--- config.mk ---
export PLATFORM = sky130hd
export DESIGN_NAME = sensor_frame_parser_unit
export DESIGN_NICKNAME = d
export VERILOG_FILES = /design/src/sfp_pkg.sv /design/src/sensor_frame_parser_unit.sv
export SDC_FILE = /design/constraint.sdc
export NUM_CORES = 1
export LEC_CHECK = 0
export BUFFER_PORTS_ARGS = -buffer_cell sky130_fd_sc_hd__buf_2
export CAP_MARGIN = 20
export CORE_AREA = 8 8 134 136
export DETAILED_ROUTE_END_ITERATION = 16
export DIE_AREA = 0 0 142 144
export GPL_TIMING_DRIVEN = 1
export PLACE_DENSITY_LB_ADDON = 0.15
export REMOVE_ABC_BUFFERS = 1
export SLEW_MARGIN = 20
export SYNTH_ARGS = -nofsm -noshare
export SYNTH_HDL_FRONTEND = slang
export SYNTH_SLANG_ARGS = --single-unit
--- constraint.sdc ---
create_clock -name clk -period 20.1 [get_ports clk]
set_clock_uncertainty 0.1 [all_clocks]
set_input_delay 0 -clock clk [delete_from_list [all_inputs] [get_ports clk]]
set_output_delay 0 -clock clk [all_outputs]
set_load 0.01 [all_outputs]
--- src/sfp_pkg.sv ---
// ----------------------------------------------------------------------------
// sfp_pkg
// Constants and shared types for the sensor frame parser.
// ----------------------------------------------------------------------------
`default_nettype none

package sfp_pkg;

  localparam int unsigned STORE_DEPTH = 14;
  localparam int unsigned POS_W       = 4;
  localparam int unsigned NUM_RANGES  = 8;

  localparam logic [POS_W-1:0] POS_MAX   = 4'd15;
  localparam logic [POS_W-1:0] POSE_LEN  = 4'd12;
  localparam logic [POS_W-1:0] RANGE_LEN = 4'd14;

  localparam logic [7:0] TERM_BYTE  = 8'h23;
  localparam logic [7:0] SYNC_0     = 8'h45;
  localparam logic [7:0] SYNC_1     = 8'h54;
  localparam logic [7:0] POSE_CODE  = 8'h09;
  localparam logic [7:0] RANGE_CODE = 8'h0C;
  localparam logic [7:0] POSE_ID_0  = 8'h47;
  localparam logic [7:0] POSE_ID_1  = 8'h50;
  localparam logic [7:0] RANGE_ID_0 = 8'h55;
  localparam logic [7:0] RANGE_ID_1 = 8'h49;
  localparam logic [5:0] SUM_MASK   = 6'h3F;
  localparam logic [7:0] SUM_BIAS   = 8'h30;

  localparam int unsigned PAYLOAD_FIRST = 5;
  localparam int unsigned POSE_SUM_IDX  = 11;
  localparam int unsigned RANGE_SUM_IDX = 13;

  localparam logic KIND_POSE  = 1'b0;
  localparam logic KIND_RANGE = 1'b1;

  typedef logic [7:0] byte_t;

endpackage

`default_nettype wire

--- src/sensor_frame_parser_unit.sv ---
// ----------------------------------------------------------------------------
// sensor_frame_parser_unit
// Collects serial bytes into a frame and, on the terminator, checks the
// header and checksum and emits one decoded pose or range transaction.
// ----------------------------------------------------------------------------
//  channel | handshake             | payload
//  --------+-----------------------+------------------------------------------
//  in      | in_valid / in_stall   | rx_byte
//  out     | out_valid / out_stall | frame_kind, left_count, right_count,
//          |                       | heading_raw, range_0 .. range_7
//
//  One byte per cycle while in_stall is low. A terminator byte is decoded
//  from the frame registers in the cycle it is accepted; its result is in the
//  output register the next cycle. in_stall is high only while a result waits
//  and out_stall is high. Reset (synchronous, rst) clears the byte position
//  and the output valid; the frame registers are not reset.
// ----------------------------------------------------------------------------
`default_nettype none

module sensor_frame_parser_unit
  import sfp_pkg::*;
(
  input  wire logic               clk,
  input  wire logic               rst,
  input  wire logic               in_valid,
  output logic                    in_stall,
  input  wire logic [7:0]         rx_byte,
  output logic                    out_valid,
  input  wire logic               out_stall,
  output logic                    frame_kind,
  output logic signed [15:0]      left_count,
  output logic signed [15:0]      right_count,
  output logic [15:0]             heading_raw,
  output logic [7:0]              range_0,
  output logic [7:0]              range_1,
  output logic [7:0]              range_2,
  output logic [7:0]              range_3,
  output logic [7:0]              range_4,
  output logic [7:0]              range_5,
  output logic [7:0]              range_6,
  output logic [7:0]              range_7
);

  byte_t            frame_store [STORE_DEPTH];
  logic [POS_W-1:0] byte_position;

  logic             in_take;
  logic             is_term;
  logic             pose_hdr;
  logic             range_hdr;
  logic [5:0]       pose_sum;
  logic [5:0]       range_sum;
  logic             pose_ok;
  logic             range_ok;
  logic             result_next;

  byte_t            ranges [NUM_RANGES];

  assign in_stall = out_valid && out_stall;
  assign in_take  = in_valid && !in_stall;
  assign is_term  = (rx_byte == TERM_BYTE);

  always_ff @(posedge clk) begin
    if (rst) begin
      byte_position <= '0;
    end else if (in_take) begin
      if (is_term) begin
        byte_position <= '0;
      end else if (byte_position != POS_MAX) begin
        byte_position <= byte_position + 1'b1;
      end
    end
  end

  always_ff @(posedge clk) begin
    if (in_take && !is_term && (byte_position < POS_W'(STORE_DEPTH))) begin
      frame_store[byte_position] <= rx_byte;
    end
  end

  always_comb begin
    pose_hdr  = (frame_store[0] == SYNC_0) && (frame_store[1] == SYNC_1) &&
                (frame_store[2] == POSE_CODE) && (frame_store[3] == POSE_ID_0) &&
                (frame_store[4] == POSE_ID_1);
    range_hdr = (frame_store[0] == SYNC_0) && (frame_store[1] == SYNC_1) &&
                (frame_store[2] == RANGE_CODE) && (frame_store[3] == RANGE_ID_0) &&
                (frame_store[4] == RANGE_ID_1);
    pose_sum  = '0;
    range_sum = '0;
    for (int i = 0; i < 6; i++) begin
      pose_sum = pose_sum + frame_store[PAYLOAD_FIRST + i][5:0];
    end
    for (int i = 0; i < NUM_RANGES; i++) begin
      range_sum = range_sum + frame_store[PAYLOAD_FIRST + i][5:0];
    end
    pose_ok  = (byte_position >= POSE_LEN) && pose_hdr &&
               (({2'b00, pose_sum & SUM_MASK} + SUM_BIAS) == frame_store[POSE_SUM_IDX]);
    range_ok = (byte_position >= RANGE_LEN) && range_hdr &&
               (({2'b00, range_sum & SUM_MASK} + SUM_BIAS) == frame_store[RANGE_SUM_IDX]);
    result_next = in_take && is_term && (pose_ok || range_ok);
  end

  always_ff @(posedge clk) begin
    if (rst) begin
      out_valid <= 1'b0;
    end else if (!in_stall) begin
      out_valid <= result_next;
    end
  end

  always_ff @(posedge clk) begin
    if (result_next) begin
      if (pose_ok) begin
        frame_kind  <= KIND_POSE;
        left_count  <= {frame_store[5], frame_store[6]};
        right_count <= {frame_store[7], frame_store[8]};
        heading_raw <= {frame_store[9], frame_store[10]};
        for (int i = 0; i < NUM_RANGES; i++) begin
          ranges[i] <= '0;
        end
      end else begin
        frame_kind  <= KIND_RANGE;
        left_count  <= '0;
        right_count <= '0;
        heading_raw <= '0;
        for (int i = 0; i < NUM_RANGES; i++) begin
          ranges[i] <= frame_store[PAYLOAD_FIRST + i];
        end
      end
    end
  end

  assign range_0 = ranges[0];
  assign range_1 = ranges[1];
  assign range_2 = ranges[2];
  assign range_3 = ranges[3];
  assign range_4 = ranges[4];
  assign range_5 = ranges[5];
  assign range_6 = ranges[6];
  assign range_7 = ranges[7];

endmodule

`default_nettype wire

Yosys cells after proc, flatten, opt, wreduce, memory -nomap -nowiden --
Memories as Yosys holds them, arrays and structs flattened. Cells that the tools add are included.
Storage, ports and cells: flip-flop bits (word level) 54, latch bits 0, RAM bits 176, ROM bits 0, bits of input ports 12, logic and storage cells 81, memories 2
Operators by class: add/subtract/negate cells 10, $mul 0, div/mod/pow operators 0, magnitude comparators 3, eq/ne operators 12, shifts and indexed selects 0, mux-type cells 18, bitwise operators 8, reduce and logical (&&, ||, !) cells 22
Memory list:
- frame_store | depth 14, width 8, read ports 14, clocked after memory_dff 0, wr ports 1, line sensor_frame_parser_unit.sv:44 | byte_t frame_store [STORE_DEPTH];
- ranges | depth 8, width 8, read ports 8, clocked after memory_dff 0, wr ports 8, line sensor_frame_parser_unit.sv:57 | byte_t ranges [NUM_RANGES];
Operators with widths (number):
- 8-bit 2-to-1 mux | 8
- 8-bit by 7-bit == test with 1-bit output (second input constant) | 6
- 6-bit adder | 7
- 1-bit logical AND | 17
- 7-bit by 8-bit == test with 1-bit output | 2
- 8-bit by 4-bit == test with 1-bit output (second input constant) | 2
- 6-bit by 6-bit adder with 7-bit output (second input constant) | 2
- 8-bit by 6-bit == test with 1-bit output (second input constant) | 1
- 4-bit greater-or-equal comparator (second input constant) | 2
- 1-bit 2-to-1 mux | 8
- 4-bit 2-to-1 mux | 2
- 1-bit OR | 8
- 4-bit by 1-bit adder with 4-bit output (second input constant) | 1
- 4-bit less-than comparator (second input constant) | 1
- 4-bit != test (second input constant) | 1
- 1-bit logical NOT | 2
- 2-bit AND reduction | 1
- 2-bit nonzero test | 1
- 1-bit logical OR | 1

Logic depth before layout (Yosys ltp) --
word-level depth 15, gate-level depth with buffers 25

Least setup slack after synthesis --
Ideal clock, no wire load.
path kind register to register, from memory frame_store[10][2] in the netlist's numbering, to memory ranges[0][0] in the netlist's numbering (enable), setup time 426 ps, data arrival time 6752 ps, setup slack 12823 ps, stages on the path, launching flop included 24, path buffers 2, period minus slack after synthesis 7277 ps, cell sequence edfxtp_1 -> fa_1 -> inv_1 -> fa_1 -> inv_1 -> fa_1 -> ha_1 -> fa_1 -> inv_1 -> fa_1 -> inv_1 -> ha_1 -> a21o_1 -> a21oi_1 -> xnor2_1 -> xnor2_1 -> ha_1 -> xor2_1 -> nand4_1 -> nor4_1 -> and4_1 -> buf_6 -> buf_8 -> or2_1
RTL lines (line):
- start, declared | sensor_frame_parser_unit.sv:44
- end, declared | sensor_frame_parser_unit.sv:57

==> flow_metrics.tcl <==
set metrics [dict create \
    outcome "finished clean" \
    avgSynthCellArea_um2 16.71 \
    multiInputGateArea_um2 2173 \
    portBuffers 126 \
    clkLatencyLatePin_ns 0.50 \
    clk_pin_slew_ns 0.07 \
    core_um2 16050 \
    p_switching_uw 174.1 \
    hold_class "in -> reg" \
    max_slew_margin_pct 24.97 \
    yosysSeqAreaShare_pct 73.40 \
    viasPerCell 5.119 \
    drc 0 \
    gr-total-overflow 0 \
    seq_area_um2 6857 \
    ys_top_cells_by_count "edfxtp_1 (225), and2_1 (98), inv_1 (45)" \
    hp-start "in_valid" \
    p_sw_share_pct 18.59 \
    setup_viol 0 \
    cp.required_ns 20.13 \
    first_iter_violations 316 \
    yosys_register_bits 230 \
    async_flop_share_pct 0 \
    grt_pass1_vias 5166 \
    cts_buffers 23 \
    totalNegativeSetupSlack_ns 0 \
    cts_sinks 230 \
    dieWidth_um 142 \
    arrival_ns 7.20 \
    num_vias 4807 \
    htreeDepth 1 \
    tritoncts "built" \
    synth_cell_type_count 41 \
    crit_path_start_kind "flip-flop" \
    path_class "reg -> reg" \
    power_density_nw_per_um2 85.62 \
    wl_per_cell_um 20.06 \
    gp_congestion 0.8518 \
    ys.flop_type "edfxtp_1" \
    power.share.combinational_pct 1.4 \
    drive_above_1_share_pct 23.09 \
    fmax_ghz 0.1396 \
    ant_nets 0 \
    worstSetupEndpointType "flip-flop" \
    layout.nets 758 \
    io_pins 127 \
    root_buffer "clkbuf_16" \
    synth_edf_count 225 \
    rows 47 \
    grt_usage_pct 18.88 \
    seqPwrFrac_pct 56.2 \
    tightest_slew_ns 1.121 \
    cts_setup_buffers 0 \
    fill_cells 1095 \
    leakagePower_nw 4.093 \
    drt_pass1_iterations 5 \
    synth_largest_area_cell "edfxtp_1" \
    grt_pass1_wl_mm 28.74 \
    total_power_uw 936.1 \
    synth.area.top_cells "edfxtp_1 (72%), and2_1 (6.6%), fa_1 (5.4%), xnor2_1 (2.4%), ha_1 (1.9%)" \
    hpwlAfterDp_mm 12.65 \
    synth_most_common_cell "edfxtp_1" \
    n_antenna_cell 0 \
    rsz0062_at_grt "false" \
    ir_drop_mv 0.07966 \
    antenna_found_initial 0 \
    cts_resized 0 \
    min_period_ns 7.163 \
    syn_area_um2 9341 \
    drt-total-wl_mm 18.84 \
    post-route-period-util_pct 35.64 \
    cts.path.max_buffers 3 \
    clockPowerShare_pct 42.4 \
    design_area_um2 10930 \
    grt_max_degree 65 \
    area_delta_synth_final_pct 17.05 \
    slew_violations 0 \
    dieArea_um2 20450 \
    die_height_um 144 \
    start_util_pct 58.19 \
    synth_top_area_share_pct 72.33 \
    p_int_uw 762.1 \
    cap_viol_max_count 0 \
    reg2reg_from "frame_store[10][2]" \
    crit_path_start "frame_store[10][2]" \
    syn_inst 559 \
    yosys_warnings 0 \
    placed_area_um2 10110 \
    path_max_fanout 52 \
    hold_viol 0 \
]
==> cells in the final DEF (no fill, tap or decap), drive strengths merged, types with 10 or more instances in the layout <==
master | netlist | final
a21oi | 11 | 11
and2 | 98 | 98
buf | 16 | 129
clkbuf | 2 | 27
dlygate4sd3 | 0 | 12
edfxtp | 225 | 225
fa | 25 | 25
ha | 14 | 14
inv | 46 | 46
nand2 | 10 | 10
nor2 | 16 | 16
xnor2 | 26 | 26
==> logic make-up (layout without fill, tap and decap cells) <==
family | Yosys count | count (layout) | synth area share (%)
AO/OA/AOI/OAI | 25 | 25 | 1.728
XOR/XNOR | 34 | 34 | 3.188
adder cells (fa/ha/maj) | 39 | 39 | 7.233
buffers and inverters | 64 | 224 | 3.589
flip-flops | 230 | 230 | 73.40
AND/OR/NAND/NOR | 167 | 167 | 10.86
==> path summary, 6_finish.rpt <==
kind / to / cells after the start / slack, ns
max: ranges[0][61] / 22 / 12.94
min: byte_position[2] / 6 / 0.08
max reg2reg: ranges[0][61] / 22 / 12.94
min reg2reg: ranges[0][55] / 0 / 0.38
==> cell type report <==
class	count	area share, %
sequential	230	62.71
multi-input combinational	265	19.88
timing repair buffer	141	7.072
clock buffer	27	5.401
tap	220	2.517
inverter	46	1.579
clock inverter	10	0.8468
==> what timing repair did <==
action,CTS,global route
hold buffers,12,0
endpoints found under the hold margin,117,0
setup endpoints to repair,0,0
==> worst max-delay path, cell delays in order, from the launching register on <==
cell and delay (ns):
edfxtp_1 0.43, fa_1 0.55, inv_1 0.06, fa_1 0.53
inv_1 0.06, fa_1 0.47, ha_1 0.24, fa_1 0.52
inv_1 0.06, fa_1 0.47, inv_1 0.04, ha_1 0.32
a21o_1 0.17, a21oi_1 0.19, xnor2_1 0.16, xnor2_1 0.15
ha_1 0.26, xor2_1 0.16, nand4_1 0.11, nor4_1 0.17
and4_1 0.53, or2_2 0.39, buf_4 0.60
==> power groups by stage <==
stage | Clock [mW] | Sequential [mW] | Combinational (mW)
finish | 0.397 | 0.526 | 0.0132
global route | 0.422 | 0.526 | 0.0146
CTS | 0.402 | 0.526 | 0.0134
detailed placement | 0 | 0.536 | 0.0115
global placement | 0 | 0.536 | 0.0112
floorplan | 0 | 0.536 | 0.00440
==> state kept, by name, summed over array words and instances, names as in the netlist <==
signal / flops
heading_raw: 16
right_count: 16
frame_store: 112
byte_position: 4
ranges: 64
left_count: 16
out_valid: 1
frame_kind: 1
==> layer usage <==
layer	routed length (um)	global-route usage, %
met3	1338	3.962
met5	0	0
met4	393	5.088
met1	7286	22.79
met2	9822	33.80
==> stage by stage <==
| stage | worst slack (ns) | util (%) | instances | hold WS, ns |
|---|---|---|---|---|
| 2_1_floorplan | 12.46 | - | 541 | -0.02762 |
| 3_3_place_gp | 13.07 | 62.92 | 889 | 0.1501 |
| 3_5_place_dp | 12.90 | 62.96 | 890 | 0.1523 |
| 4_1_cts | 12.86 | 67.97 | 939 | 0.06234 |
| 5_1_grt | 12.54 | 68.11 | 939 | 0.1353 |
| 6_report | 12.94 | 68.11 | 939 | 0.08312 |
No activity file was read; power rests on OpenSTA's default activity.
